**src/jts_pkg.sv**
```systemverilog
// jts_pkg: shared action codes, bus types and sizes for the json token serialiser
// depends on nothing; used by every module of the block
package jts_pkg;

   localparam logic [3:0] ACT_OPEN_OBJ  = 4'd0;
   localparam logic [3:0] ACT_CLOSE_OBJ = 4'd1;
   localparam logic [3:0] ACT_OPEN_ARR  = 4'd2;
   localparam logic [3:0] ACT_CLOSE_ARR = 4'd3;
   localparam logic [3:0] ACT_KEY       = 4'd4;
   localparam logic [3:0] ACT_STRING    = 4'd5;
   localparam logic [3:0] ACT_INT       = 4'd6;
   localparam logic [3:0] ACT_BOOL      = 4'd7;
   localparam logic [3:0] ACT_NULL      = 4'd8;
   localparam logic [3:0] ACT_RAW       = 4'd9;
   localparam logic [3:0] ACT_RESET     = 4'd10;

   localparam int NUM_DIGITS = 20;
   localparam int NUM_SLOTS  = 30;
   localparam int DIGIT_SLOT = 10;
   localparam int NUM_BITS   = 64;

   typedef logic [4:0] slot_type;

   typedef struct packed {
      logic     load;
      logic     dab_step;
      logic     out_load;
      slot_type slot;
   } cmd_type;

   typedef struct packed {
      logic is_int;
      logic slot_on;
      logic more;
   } status_type;

   function automatic logic [7:0] hex_char(input logic [3:0] nib);
      logic [7:0] r;
      if (nib < 4'd10) r = 8'h30 + {4'h0, nib};
      else             r = 8'h57 + {4'h0, nib};
      return r;
   endfunction

endpackage

```
**src/jts_datapath.sv**
```systemverilog
// jts_datapath: item registers, comma flag, double-dabble converter, slot byte mux, output word
// depends on jts_pkg
module jts_datapath import jts_pkg::*; (
   input  logic             clock,
   input  logic             reset,
   input  cmd_type          cmd,
   output status_type       status,
   input  logic [3:0]       req_action,
   input  logic [7:0]       req_char_byte,
   input  logic             req_byte_valid,
   input  logic             req_first_byte,
   input  logic             req_last_byte,
   input  logic signed [63:0] req_number,
   output logic [7:0]       rsp_out_byte,
   output logic             rsp_last_out
);

   logic [3:0]  act_ff;
   logic [7:0]  chr_ff;
   logic        vld_ff, fst_ff, lst_ff, sep_ff, neg_ff, nz_ff;
   logic        comma_ff, comma_in;
   logic [63:0] mag_ff, mag_in;
   logic [4*NUM_DIGITS-1:0] bcd_ff, bcd_in;
   logic [7:0]  byte_ff;
   logic        last_ff;

   logic [NUM_SLOTS-1:0] mask;
   logic [NUM_DIGITS-1:0] dig_on;
   logic [7:0]  esc, cur_byte;
   logic        is_short, is_ctrl;
   logic [63:0] raw;

   assign raw = req_number;

   // comma flag follows the token at acceptance
   always_comb begin
      comma_in = comma_ff;
      case (req_action)
         ACT_OPEN_OBJ, ACT_OPEN_ARR:   comma_in = 1'b0;
         ACT_CLOSE_OBJ, ACT_CLOSE_ARR: comma_in = 1'b1;
         ACT_KEY, ACT_STRING, ACT_RAW: begin
            if (req_first_byte) comma_in = 1'b0;
            if (req_last_byte)  comma_in = (req_action != ACT_KEY);
         end
         ACT_INT, ACT_BOOL, ACT_NULL:  comma_in = 1'b1;
         ACT_RESET:                    comma_in = 1'b0;
         default:                      comma_in = comma_ff;
      endcase
   end

   // double dabble, one bit per step
   always_comb begin
      bcd_in = bcd_ff;
      mag_in = mag_ff;
      if (cmd.load) begin
         bcd_in = '0;
         mag_in = raw[63] ? (~raw + 64'd1) : raw;
      end else if (cmd.dab_step) begin
         for (int i = 0; i < NUM_DIGITS; i++) begin
            if (bcd_ff[4*i +: 4] > 4'd4) bcd_in[4*i +: 4] = bcd_ff[4*i +: 4] + 4'd3;
            else                         bcd_in[4*i +: 4] = bcd_ff[4*i +: 4];
         end
         bcd_in = {bcd_in[4*NUM_DIGITS-2:0], mag_ff[63]};
         mag_in = {mag_ff[62:0], 1'b0};
      end
   end

   always_ff @(posedge clock) begin
      if (reset) begin
         comma_ff <= 1'b0;
      end else if (cmd.load) begin
         comma_ff <= comma_in;
      end
      if (cmd.load) begin
         act_ff <= req_action;
         chr_ff <= req_char_byte;
         vld_ff <= req_byte_valid;
         fst_ff <= req_first_byte;
         lst_ff <= req_last_byte;
         sep_ff <= comma_ff;
         neg_ff <= raw[63];
         nz_ff  <= (raw != 64'd0);
      end
      bcd_ff <= bcd_in;
      mag_ff <= mag_in;
      if (cmd.out_load) begin
         byte_ff <= cur_byte;
         last_ff <= ~status.more;
      end
   end

   // escape classification
   always_comb begin
      is_short = 1'b1;
      case (chr_ff)
         8'h22:   esc = 8'h22;
         8'h5c:   esc = 8'h5c;
         8'h08:   esc = 8'h62;
         8'h0c:   esc = 8'h66;
         8'h0a:   esc = 8'h6e;
         8'h0d:   esc = 8'h72;
         8'h09:   esc = 8'h74;
         default: begin esc = 8'h00; is_short = 1'b0; end
      endcase
      is_ctrl = ~is_short & (chr_ff < 8'h20);
   end

   // leading zero suppression, least significant digit always shown
   always_comb begin
      logic seen;
      seen = 1'b0;
      for (int i = 0; i < NUM_DIGITS; i++) begin
         seen = seen | (bcd_ff[4*(NUM_DIGITS-1-i) +: 4] != 4'd0) | (i == NUM_DIGITS-1);
         dig_on[i] = seen;
      end
   end

   always_comb begin
      mask = '0;
      case (act_ff)
         ACT_OPEN_OBJ, ACT_OPEN_ARR: begin
            mask[0] = sep_ff;
            mask[1] = 1'b1;
         end
         ACT_CLOSE_OBJ, ACT_CLOSE_ARR: mask[1] = 1'b1;
         ACT_KEY, ACT_STRING: begin
            mask[0] = fst_ff & sep_ff;
            mask[1] = fst_ff;
            mask[2] = vld_ff;
            mask[3] = vld_ff & (is_short | is_ctrl);
            mask[4] = vld_ff & is_ctrl;
            mask[5] = vld_ff & is_ctrl;
            mask[6] = vld_ff & is_ctrl;
            mask[7] = vld_ff & is_ctrl;
            mask[8] = lst_ff;
            mask[9] = lst_ff & (act_ff == ACT_KEY);
         end
         ACT_INT: begin
            mask[0] = sep_ff;
            mask[1] = neg_ff;
            mask[DIGIT_SLOT +: NUM_DIGITS] = dig_on;
         end
         ACT_BOOL: begin
            mask[0]   = sep_ff;
            mask[4:1] = 4'hf;
            mask[5]   = ~nz_ff;
         end
         ACT_NULL: begin
            mask[0]   = sep_ff;
            mask[4:1] = 4'hf;
         end
         ACT_RAW: begin
            mask[0] = fst_ff & sep_ff;
            mask[2] = vld_ff;
         end
         default: mask = '0;
      endcase
   end

   always_comb begin
      cur_byte = 8'h2c;
      if (cmd.slot >= slot_type'(DIGIT_SLOT)) begin
         cur_byte = 8'h30 + {4'h0, bcd_ff[4*(NUM_SLOTS-1-32'(cmd.slot)) +: 4]};
      end else begin
         case (cmd.slot)
            5'd0: cur_byte = 8'h2c;
            5'd1: begin
               case (act_ff)
                  ACT_OPEN_OBJ:  cur_byte = 8'h7b;
                  ACT_CLOSE_OBJ: cur_byte = 8'h7d;
                  ACT_OPEN_ARR:  cur_byte = 8'h5b;
                  ACT_CLOSE_ARR: cur_byte = 8'h5d;
                  ACT_INT:       cur_byte = 8'h2d;
                  ACT_BOOL:      cur_byte = nz_ff ? 8'h74 : 8'h66;
                  ACT_NULL:      cur_byte = 8'h6e;
                  default:       cur_byte = 8'h22;
               endcase
            end
            5'd2: begin
               if (act_ff == ACT_BOOL)      cur_byte = nz_ff ? 8'h72 : 8'h61;
               else if (act_ff == ACT_NULL) cur_byte = 8'h75;
               else if (act_ff == ACT_RAW)  cur_byte = chr_ff;
               else if (is_short | is_ctrl) cur_byte = 8'h5c;
               else                         cur_byte = chr_ff;
            end
            5'd3: begin
               if (act_ff == ACT_BOOL)      cur_byte = nz_ff ? 8'h75 : 8'h6c;
               else if (act_ff == ACT_NULL) cur_byte = 8'h6c;
               else if (is_short)           cur_byte = esc;
               else                         cur_byte = 8'h75;
            end
            5'd4: begin
               if (act_ff == ACT_BOOL)      cur_byte = nz_ff ? 8'h65 : 8'h73;
               else if (act_ff == ACT_NULL) cur_byte = 8'h6c;
               else                         cur_byte = 8'h30;
            end
            5'd5: cur_byte = (act_ff == ACT_BOOL) ? 8'h65 : 8'h30;
            5'd6: cur_byte = hex_char(chr_ff[7:4]);
            5'd7: cur_byte = hex_char(chr_ff[3:0]);
            5'd8: cur_byte = 8'h22;
            5'd9: cur_byte = 8'h3a;
            default: cur_byte = 8'h2c;
         endcase
      end
   end

   assign status.is_int  = (act_ff == ACT_INT);
   assign status.slot_on = mask[cmd.slot];
   assign status.more    = ((mask >> cmd.slot) >> 1) != '0;

   assign rsp_out_byte = byte_ff;
   assign rsp_last_out = last_ff;

endmodule

```
**src/jts_controller.sv**
```systemverilog
// jts_controller: sequencer for load, conversion and slot walk; owns the handshakes
// depends on jts_pkg
module jts_controller import jts_pkg::*; (
   input  logic       clock,
   input  logic       reset,
   input  logic       req_valid,
   output logic       req_ready,
   output logic       rsp_valid,
   input  logic       rsp_ready,
   output cmd_type    cmd,
   input  status_type status
);

   localparam logic [1:0] ST_IDLE = 2'd0;
   localparam logic [1:0] ST_PREP = 2'd1;
   localparam logic [1:0] ST_CONV = 2'd2;
   localparam logic [1:0] ST_EMIT = 2'd3;

   logic [1:0] state_ff, state_in;
   logic [5:0] cnt_ff, cnt_in;
   slot_type   slot_ff, slot_in;
   logic       vld_ff, vld_in;
   logic       out_free;

   assign out_free  = ~vld_ff | rsp_ready;
   assign req_ready = (state_ff == ST_IDLE);

   always_comb begin
      state_in     = state_ff;
      cnt_in       = cnt_ff;
      slot_in      = slot_ff;
      cmd.load     = 1'b0;
      cmd.dab_step = 1'b0;
      cmd.out_load = 1'b0;
      cmd.slot     = slot_ff;
      case (state_ff)
         ST_IDLE: begin
            if (req_valid) begin
               cmd.load = 1'b1;
               state_in = ST_PREP;
            end
         end
         ST_PREP: begin
            cnt_in   = '0;
            slot_in  = '0;
            state_in = status.is_int ? ST_CONV : ST_EMIT;
         end
         ST_CONV: begin
            cmd.dab_step = 1'b1;
            cnt_in = cnt_ff + 6'd1;
            if (cnt_ff == 6'(NUM_BITS-1)) state_in = ST_EMIT;
         end
         ST_EMIT: begin
            if (status.slot_on) begin
               if (out_free) begin
                  cmd.out_load = 1'b1;
                  if (!status.more) state_in = ST_IDLE;
                  else              slot_in  = slot_ff + 5'd1;
               end
            end else if (!status.more) begin
               state_in = ST_IDLE;
            end else begin
               slot_in = slot_ff + 5'd1;
            end
         end
         default: state_in = ST_IDLE;
      endcase
   end

   always_comb begin
      vld_in = vld_ff;
      if (cmd.out_load)   vld_in = 1'b1;
      else if (rsp_ready) vld_in = 1'b0;
   end

   always_ff @(posedge clock) begin
      if (reset) begin
         state_ff <= ST_IDLE;
         vld_ff   <= 1'b0;
      end else begin
         state_ff <= state_in;
         vld_ff   <= vld_in;
      end
      cnt_ff  <= cnt_in;
      slot_ff <= slot_in;
   end

   assign rsp_valid = vld_ff;

endmodule

```
**src/json_token_serializer_unit.sv**
```systemverilog
// json_token_serializer_unit: top level of the json token serialiser
// depends on jts_pkg, jts_controller, jts_datapath
//
// usage
//   req_* carries one token event per word (valid/ready); rsp_* returns the
//   serialised text one byte per word, rsp_last_out marking the final byte
//   of that event. events that produce nothing (reset action, unused codes,
//   an empty raw fragment that owes no comma) return no words at all
// sequencing
//   one event at a time. after acceptance a set-up state, then the output
//   slots are walked in order: up to 10 slots for non-integer tokens. an
//   integer first runs a 64-step double-dabble conversion (one bit a cycle)
//   and then walks 30 slots
// stalls
//   the result word sits in an output register; while it waits the slot walk
//   holds, and the next event is taken as soon as the last byte is registered
// reset
//   synchronous, active high: clears the comma flag, the sequencer and the
//   result valid
module json_token_serializer_unit import jts_pkg::*; (
   input  logic              clock,
   input  logic              reset,
   input  logic              req_valid,
   output logic              req_ready,
   input  logic [3:0]        req_action,
   input  logic [7:0]        req_char_byte,
   input  logic              req_byte_valid,
   input  logic              req_first_byte,
   input  logic              req_last_byte,
   input  logic signed [63:0] req_number,
   output logic              rsp_valid,
   input  logic              rsp_ready,
   output logic [7:0]        rsp_out_byte,
   output logic              rsp_last_out
);

   cmd_type    cmd;
   status_type status;

   // sequencer: handshakes, conversion count, slot pointer
   jts_controller u_ctrl (
      .clock     (clock),
      .reset     (reset),
      .req_valid (req_valid),
      .req_ready (req_ready),
      .rsp_valid (rsp_valid),
      .rsp_ready (rsp_ready),
      .cmd       (cmd),
      .status    (status)
   );

   // item registers, comma flag, converter and output word
   jts_datapath u_dp (
      .clock          (clock),
      .reset          (reset),
      .cmd            (cmd),
      .status         (status),
      .req_action     (req_action),
      .req_char_byte  (req_char_byte),
      .req_byte_valid (req_byte_valid),
      .req_first_byte (req_first_byte),
      .req_last_byte  (req_last_byte),
      .req_number     (req_number),
      .rsp_out_byte   (rsp_out_byte),
      .rsp_last_out   (rsp_last_out)
   );

endmodule

```
**config.mk**
```make
export PLATFORM = sky130hd
export DESIGN_NAME = json_token_serializer_unit
export DESIGN_NICKNAME = d
export VERILOG_FILES = /design/src/jts_pkg.sv /design/src/jts_datapath.sv /design/src/jts_controller.sv /design/src/json_token_serializer_unit.sv
export SDC_FILE = /design/constraint.sdc
export NUM_CORES = 1
export LEC_CHECK = 0
export ABC_AREA = 1
export BUFFER_PORTS_ARGS = -buffer_cell sky130_fd_sc_hd__buf_2
export CORE_MARGIN = 2
export CORE_UTILIZATION = 42
export DETAILED_ROUTE_END_ITERATION = 8
export PLACE_DENSITY = 0.66
export SLEW_MARGIN = 25
export SYNTH_ARGS = -nofsm -noshare
export SYNTH_HDL_FRONTEND = slang
export SYNTH_SLANG_ARGS = --single-unit
export TNS_END_PERCENT = 10
```
**constraint.sdc**
```tcl
create_clock -name clock -period 4.8 [get_ports clock]
set_clock_uncertainty 0.05 [all_clocks]
set_input_delay 0.48 -clock clock [delete_from_list [all_inputs] [get_ports clock]]
set_output_delay 0.48 -clock clock [all_outputs]
set_load 0.005 [all_outputs]
```
==> results of run 1 <==
## worst register-to-register path, stage by stage, from the launching register on
cell,delay (ps)
edfxtp_1,370
buf_4,220
inv_1,450
ha_1,510
inv_1,210
nor2_1,70
inv_1,200
a21oi_1,100
a311oi_1,500
o21ai_0,230
a22o_1,270
## flip-flops by register name (all words and copies together) (netlist names), 2 cells and up
signal / flops
u_ctrl.state_ff: 2
u_ctrl.cnt_ff: 6
u_dp.act_ff: 4
u_ctrl.slot_ff: 5
u_dp.chr_ff: 8
u_dp.mag_ff: 64
u_dp.bcd_ff: 80
u_dp.rsp_out_byte: 8
## Yosys cell counts, types with 8 or more instances
cell type  count
a211oi_1      15
a21oi_1      150
a31oi_1       10
buf_1         12
clkbuf_1      49
dfxtp_1       84
edfxtp_1     102
ha_1          47
inv_1        183
inv_2         13
nand2_1      282
nand3_1       73
nand4_1       20
nor2_1       160
nor3_1        48
nor4_1        14
o21ai_0      187
o21ai_1       24
o22ai_1       42
o31ai_1       20
o32ai_1        8
or2_2         18
xnor2_1       27
xor2_1        46
## metrics by stage
stage                     power, W  setup WS, ps  instances  hold slack, ps  cell area [µm²]
final                      0.00643          1370       2200             155            14300
after global routing       0.00685          1070       2200             152            14300
after CTS                  0.00643          1400       2200             141            14300
after detailed placement   0.00500          1120       2168             389            13700
after global placement     0.00497          1300       2168             388            13700
after floorplan            0.00426           940       1732             359            12900
## kinds of logic (layout without fill, tap and decap cells)
| family | after synthesis | count (layout) |
|---|---|---|
| buffers and inverters | 271 | 343 |
| and+or+nand+nor | 660 | 660 |
| AOI/OAI and AO/OA | 495 | 495 |
| xor gates and xnor gates | 73 | 73 |
| DFF | 186 | 186 |
| adders and majority gates | 47 | 47 |
## routing by layer
layer | track usage (%) | vias up | routed length (µm)
li1 | - | 6117 | -
met4 | 5.48 | 0 | 521
met2 | 35.0 | 330 | 16200
met5 | 0 | - | 0
met1 | 28.7 | 5576 | 15700
met3 | 3.01 | 38 | 1760
## final cells by class
cell class / instances / area, µm² / area share (%)
Multi-Input combinational cell: 1275 / 7090 / 49.7
Clock inverter: 13 / 138 / 0.965
Clock buffer: 19 / 433 / 3.04
Tap cell: 396 / 495 / 3.47
Timing Repair Buffer: 108 / 591 / 4.14
Inverter: 203 / 769 / 5.40
Sequential cell: 186 / 4740 / 33.3
## report_power, final
part | switching [W] | internal, W
Clock | 0.000692 | 0.000731
Sequential | 0.000174 | 0.00227
Combinational | 0.00182 | 0.000742
Total | 0.00269 | 0.00374
## path summary, 6_finish.rpt
check / slack (ps) / endpoint / cells after the start / start
setup / recovery: 1370 / u_dp.rsp_out_byte[1]$_DFFE_PP_ / 10 / u_ctrl.slot_ff[2]$_SDFFCE_PN0P_
hold / removal: 160 / u_dp.vld_ff$_DFFE_PP_ / 1 / req_byte_valid
setup reg to reg: 1370 / u_dp.rsp_out_byte[1]$_DFFE_PP_ / 10 / u_ctrl.slot_ff[2]$_SDFFCE_PN0P_
hold reg to reg: 400 / u_dp.bcd_ff[0]$_SDFFE_PP0P_ / 2 / u_dp.mag_ff[63]$_DFFE_PP_
==> qor.yml, run 1 <==
sta:
  slew_viol_final: 0
  min_period_over_period_pct: 71.4
  slew_headroom_pct: 39.8
  worst_slew_pin_slew_ps: 903
  fin_crit_ps: 3430
  finalSetupViolCount: 0
  final_hold_viol_count: 0
  rsz0062_at_grt: "no"
  tns_ps: 0
  fmax_ghz: 0.292
logic_synthesis:
  synth_top_area_cell: "edfxtp_1"
  synth_top_family_by_area: "simple AND/OR/NAND/NOR gates"
  synth_xor_area_share_pct: 4.96
  syn_nets: 1862
  synth_cell_types: 63
  yosysWarnings: 0
  synthFlopType: "edfxtp_1"
  ys_async_sr_fraction_pct: 0
  muxShareOfSynthArea_pct: 0
  syn_inst: 1732
  synth_top_area_share_pct: 23.8
  syn_area_per_cell_um2: 7.44
  synth-simple-area-share_pct: 23.7
  syn_area_um2: 12900
  ys_ff_latch: 186
  synth_edf_count: 102
  synthAdderAreaFrac_pct: 4.56
  synth_compound_area_share_pct: 21.7
  synth.top_cells.by_area: "edfxtp_1, dfxtp_1, nand2_1, o21ai_0, a21oi_1"
  ys_seq_area_share_pct: 36.8
setup_path:
  required_ps: 4940
  cp_cell_sequence: "buf_4 -> inv_1 -> ha_1 -> inv_1 -> nor2_1 -> inv_1 -> a21oi_1 -> a311oi_1 -> o21ai_0 -> a22o_1"
  crit_buf_inv: 4
  cpMostUsedCell: "inv_1"
  max_stage_delay_ps: 500
  slowest_stage: "ha_1"
  cp_top_family: "compound AO/OA/AOI/OAI gates"
  cp.arrival_ps: 3570
  cp-end-kind: "flop"
  start_kind: "flop"
  cp_max_fo: 19
  path_class: "flop to flop"
routing:
  antenna_left: 0
  num_vias: 12100
  vias_per_cell: 5.48
  dr.pass1.iters: 6
  wl_per_cell_um: 15.6
  drcViolationCount: 0
  initialDrtViolationCount: 1053
  drt_wl_total_mm: 34.2
cells_and_area:
  drive_above_1_share_pct: 12.0
  fillers: 3131
  synthToLayoutAreaGrowth_pct: 10.7
  layout_commonest_cell: "nand2_1"
  layout_common_cells: "nand2_1, o21ai_0, inv_1"
  insertedDiodeCount: 0
  finish.utilization_pct: 46.9
  final_nets: 1921
floorplan:
  fp-row-count: 64
  die_area_um2: 32100
  die_h_um: 179
  io_pins: 94
  fp.dieW_um: 179
  fp.coreArea_um2: 30400
  start_util_pct: 42.3
placed_design:
  dpl.hpwl_mm: 24.3
  gp_congestion: 0.924
  portBuffers: 93
power_and_ir_drop:
  vdd_drop_max_mv: 0.308
  power.density_nw_per_um2: 451
  leakage_nw: 5.63
clocking:
  ctsResizeCount: 0
  h-tree-depth: 4
  clock_latency_ps: 440
  cts_tree: "yes"
  cts_buffer_depth: 2
  clk_pin_slew_worst_paths_ps: 80
  post_cts_buffers: 0
  cts-root-buf: "clkbuf_16"
  cts.sinks: 186
  cts_hold_buf: 0
  numCtsBuffers: 17
global_routing:
  grt_max_degree: 101
  grt_overflow_total: 0
  grt_pass1_wl_mm: 54.3
  antenna_found_initial: 0
  grtUsageTotal_pct: 21.1
  grt_pass1_vias: 10900
hold_path:
  min_path_type: "primary input to flop"
flow_run:
  max_cap_violations: 0
outcome:
  status: "complete, no violations"
No activity file was read; power rests on OpenSTA's default activity.
==> run 2: changes to the inputs <==
ABC_AREA = 0   (was 1)
clock period = 3.4 ns   (was 4.8 ns; I/O delays follow)
==> qor.yml, run 2 <==
outcome:
  status: "complete, no violations"
routing:
  dr.pass1.iters: 5  # -1
  initialDrtViolationCount: 988  # -6.2%
  drt_wl_total_mm: 31.5  # -8.0%
  drcViolationCount: 0  # unchanged
  vias_per_cell: 5.72  # +4.3%
  antenna_left: 0  # unchanged
  num_vias: 11100  # -7.8%
  wl_per_cell_um: 16.2  # +4.0%
cells_and_area:
  regMostFlops: "u_dp.bcd_ff"
  largest_registers: "u_dp.bcd_ff x80, u_dp.mag_ff x64"
  drive_above_1_share_pct: 17.2  # +5.3 points
  largest_register_ff_count: 80  # unchanged
  insertedDiodeCount: 0  # unchanged
  layout_common_cells: "nand2_1, o21ai_0, nor2_1"
  synthToLayoutAreaGrowth_pct: 14.3
  final_nets: 1673  # -13%
  fin_area_um2: 14600  # +2.0%
  layout_commonest_cell: "nand2_1"
clocking:
  numCtsBuffers: 17  # unchanged
  clock_latency_ps: 450  # about the same
  cts-root-buf: "clkbuf_16"
  cts_tree: "yes"
  cts.sinks: 186  # unchanged
  cts_buffer_depth: 2  # unchanged
  h-tree-depth: 4  # unchanged
  clk_pin_slew_worst_paths_ps: 80  # about the same
floorplan:
  fp.coreArea_um2: 29700  # -2.3%
  die_area_um2: 31700  # -1.2%
  fp-row-count: 63  # -1.6%
  die_h_um: 178  # -0.59%
  start_util_pct: 42.8  # +0.49 points
  fp.dieW_um: 178  # -0.59%
  io_pins: 94  # unchanged
logic_synthesis:
  ys_seq_area_share_pct: 37.3  # +0.45 points
  syn_inst: 1440  # -17%
  yosys.cell_count.top_type: "nand2_1"
  synth_top_area_cell: "edfxtp_1"
  syn_area_um2: 12700  # -1.2%
  ys_ff_latch: 186  # unchanged
  synth_top_area_share_pct: 24.1  # +0.29 points
  syn_nets: 1570  # -16%
  synth_edf_count: 102  # unchanged
  syn_area_per_cell_um2: 8.84  # +19%
  synthFlopType: "edfxtp_1"
  synth_cell_types: 84  # +33%
  ys_async_sr_fraction_pct: 0  # unchanged
  ys_top_cells_by_count: "nand2_1, o21ai_0, nor2_1"
  yosysWarnings: 0  # unchanged
  synth.top_cells.by_area: "edfxtp_1, dfxtp_1, o21ai_0, nand2_1, ha_1"
power_and_ir_drop:
  power.density_nw_per_um2: 748  # +66%
  vdd_drop_max_mv: 0.438  # +42%
  leakage_nw: 5.37  # -4.6%
hold_path:
  min_path_type: "primary input to flop"
sta:
  final_hold_viol_count: 0  # unchanged
  fmax_ghz: 0.303  # +3.9%
  min_period_over_period_pct: 97.0  # +26 points
  finalSetupViolCount: 0  # unchanged
  tns_ps: 0  # unchanged
  worst_slew_pin_slew_ps: 820  # -82.7 ps
  slew_headroom_pct: 45.3  # +5.5 points
  fin_crit_ps: 3300  # -130 ps
  slew_viol_final: 0  # unchanged
setup_path:
  cp_max_fo: 7  # -12
  max_stage_delay_ps: 460  # -40 ps
  cp.arrival_ps: 3620  # +50 ps
  path_class: "flop to flop"
  cp_cell_sequence: "inv_1 -> ha_1 -> or3b_1 -> a2111oi_2 -> o211a_1 -> o22ai_1 -> or4_4 -> a22oi_2 -> o211a_4 -> buf_12 -> o211a_1 -> mux2i_1"
  crit_buf_inv: 2  # -2
  cp_top_family: "compound AO/OA/AOI/OAI gates"
  start_kind: "flop"
  slowest_stage: "or3b_1"
  required_ps: 3720  # -1220 ps
  cpMostUsedCell: "o211a_1"
  cp-end-kind: "flop"
global_routing:
  grt_overflow_total: 0  # unchanged
  grt_pass1_wl_mm: 52.0  # -4.2%
  grtUsageTotal_pct: 20.3  # -0.73 points
  grt_max_degree: 128  # +27%
  grt_pass1_vias: 10400  # -4.7%
  antenna_found_initial: 0  # unchanged
placed_design:
  portBuffers: 93  # unchanged
  gp_congestion: 0.891  # -3.6%
  dpl.hpwl_mm: 22.8  # -6.0%
  placed_cell_area_um2: 13900  # +1.3%
flow_run:
  max_cap_violations: 0  # unchanged
run 2: cell count changes in the layout (fill, tap and decap cells not counted), moves of 31 or more:
cell | before | now
a21oi_1 | 150 | 69
buf_4 | 14 | 61
inv_1 | 182 | 78
mux2i_1 | 0 | 45
nand2_1 | 281 | 183
nand3_1 | 73 | 31
nor2_1 | 159 | 104
nor3_1 | 48 | 17
o22ai_1 | 42 | 10
or3_1 | 0 | 32
run 2: repair_timing:
item,in CTS,in global routing
hold buffers,1,1
setup buffers,0,4
endpoints found under the setup margin,1,11
endpoints found under the hold margin,1,1
gates resized for setup,3,18
pin swaps,0,7
run 2: kinds of logic after synthesis:
logic type	Yosys count	synth area share (%)
AOI/OAI and AO/OA	394	19.3
adders and majority gates	47	4.62
DFF	186	37.3
xor gates and xnor gates	90	6.19
buffers and inverters	157	5.18
muxes	70	7.90
and+or+nand+nor	496	19.6
run 2: area by class of cell:
class                   count  area (µm²)
clock buffers              19         433
clock inverters            13         128
fillers                  2773       15200
inverters                  80         302
multi-input cells        1097        7420
flip-flops and latches    186        4740
well taps                 390         488
repair buffers            161        1030
run 2: power breakdown:
part / internal (W) / switching, W / total, W
Sequential: 0.00333 / 0.000462 / 0.00379
Clock: 0.000972 / 0.000980 / 0.00195
Combinational: 0.00217 / 0.00297 / 0.00514
run 2: stage by stage:
stage	power [W]	hold WS [ps]	utilization (%)	setup slack [ps]	instances
CTS	0.0108	1.60	48.6	0.404	1941
global route	0.0117	3.52	49.0	-3.52	1946
finish	0.0109	22.1	49.0	104	1946
detailed placement	0.00874	372	46.7	-53.6	1908
floorplan	0.00725	356	-	106	1440
global placement	0.00862	368	46.7	-24.1	1908
run 2: worst register-to-register path: cells and delay by family, from the launching register on:
| family | cells | cell delay [ps] |
|---|---|---|
| compound gates | 6 | 1300 |
| flops | 1 | 360 |
| fa+ha+maj | 1 | 190 |
| buf+inv | 2 | 230 |
| mux | 1 | 210 |
| simple gates | 2 | 890 |
run 2: layer usage:
| metal | routed length (µm) | up-vias | GRT usage, % |
|---|---|---|---|
| li1 | - | 5482 | - |
| met1 | 14300 | 5250 | 27.2 |
| met2 | 14900 | 339 | 32.9 |
| met3 | 1630 | 51 | 3.52 |
| met4 | 692 | 0 | 7.72 |
| met5 | 0 | - | 0 |
run 2: worst paths after layout:
path                                              startpoint                              end  slack, ps  cells past startpoint
worst max-delay path            u_dp.bcd_ff[56]$_SDFFE_PP0P_  u_ctrl.state_ff[1]$_SDFFE_PP0P_        100                     12
worst min-delay path                        req_char_byte[5]         u_dp.chr_ff[5]$_DFFE_PP_         20                      1
worst max register to register  u_dp.bcd_ff[56]$_SDFFE_PP0P_  u_ctrl.state_ff[1]$_SDFFE_PP0P_        100                     12
worst min register to register    u_dp.comma_ff$_SDFFE_PP0P_            u_dp.sep_ff$_DFFE_PP_        400                      0
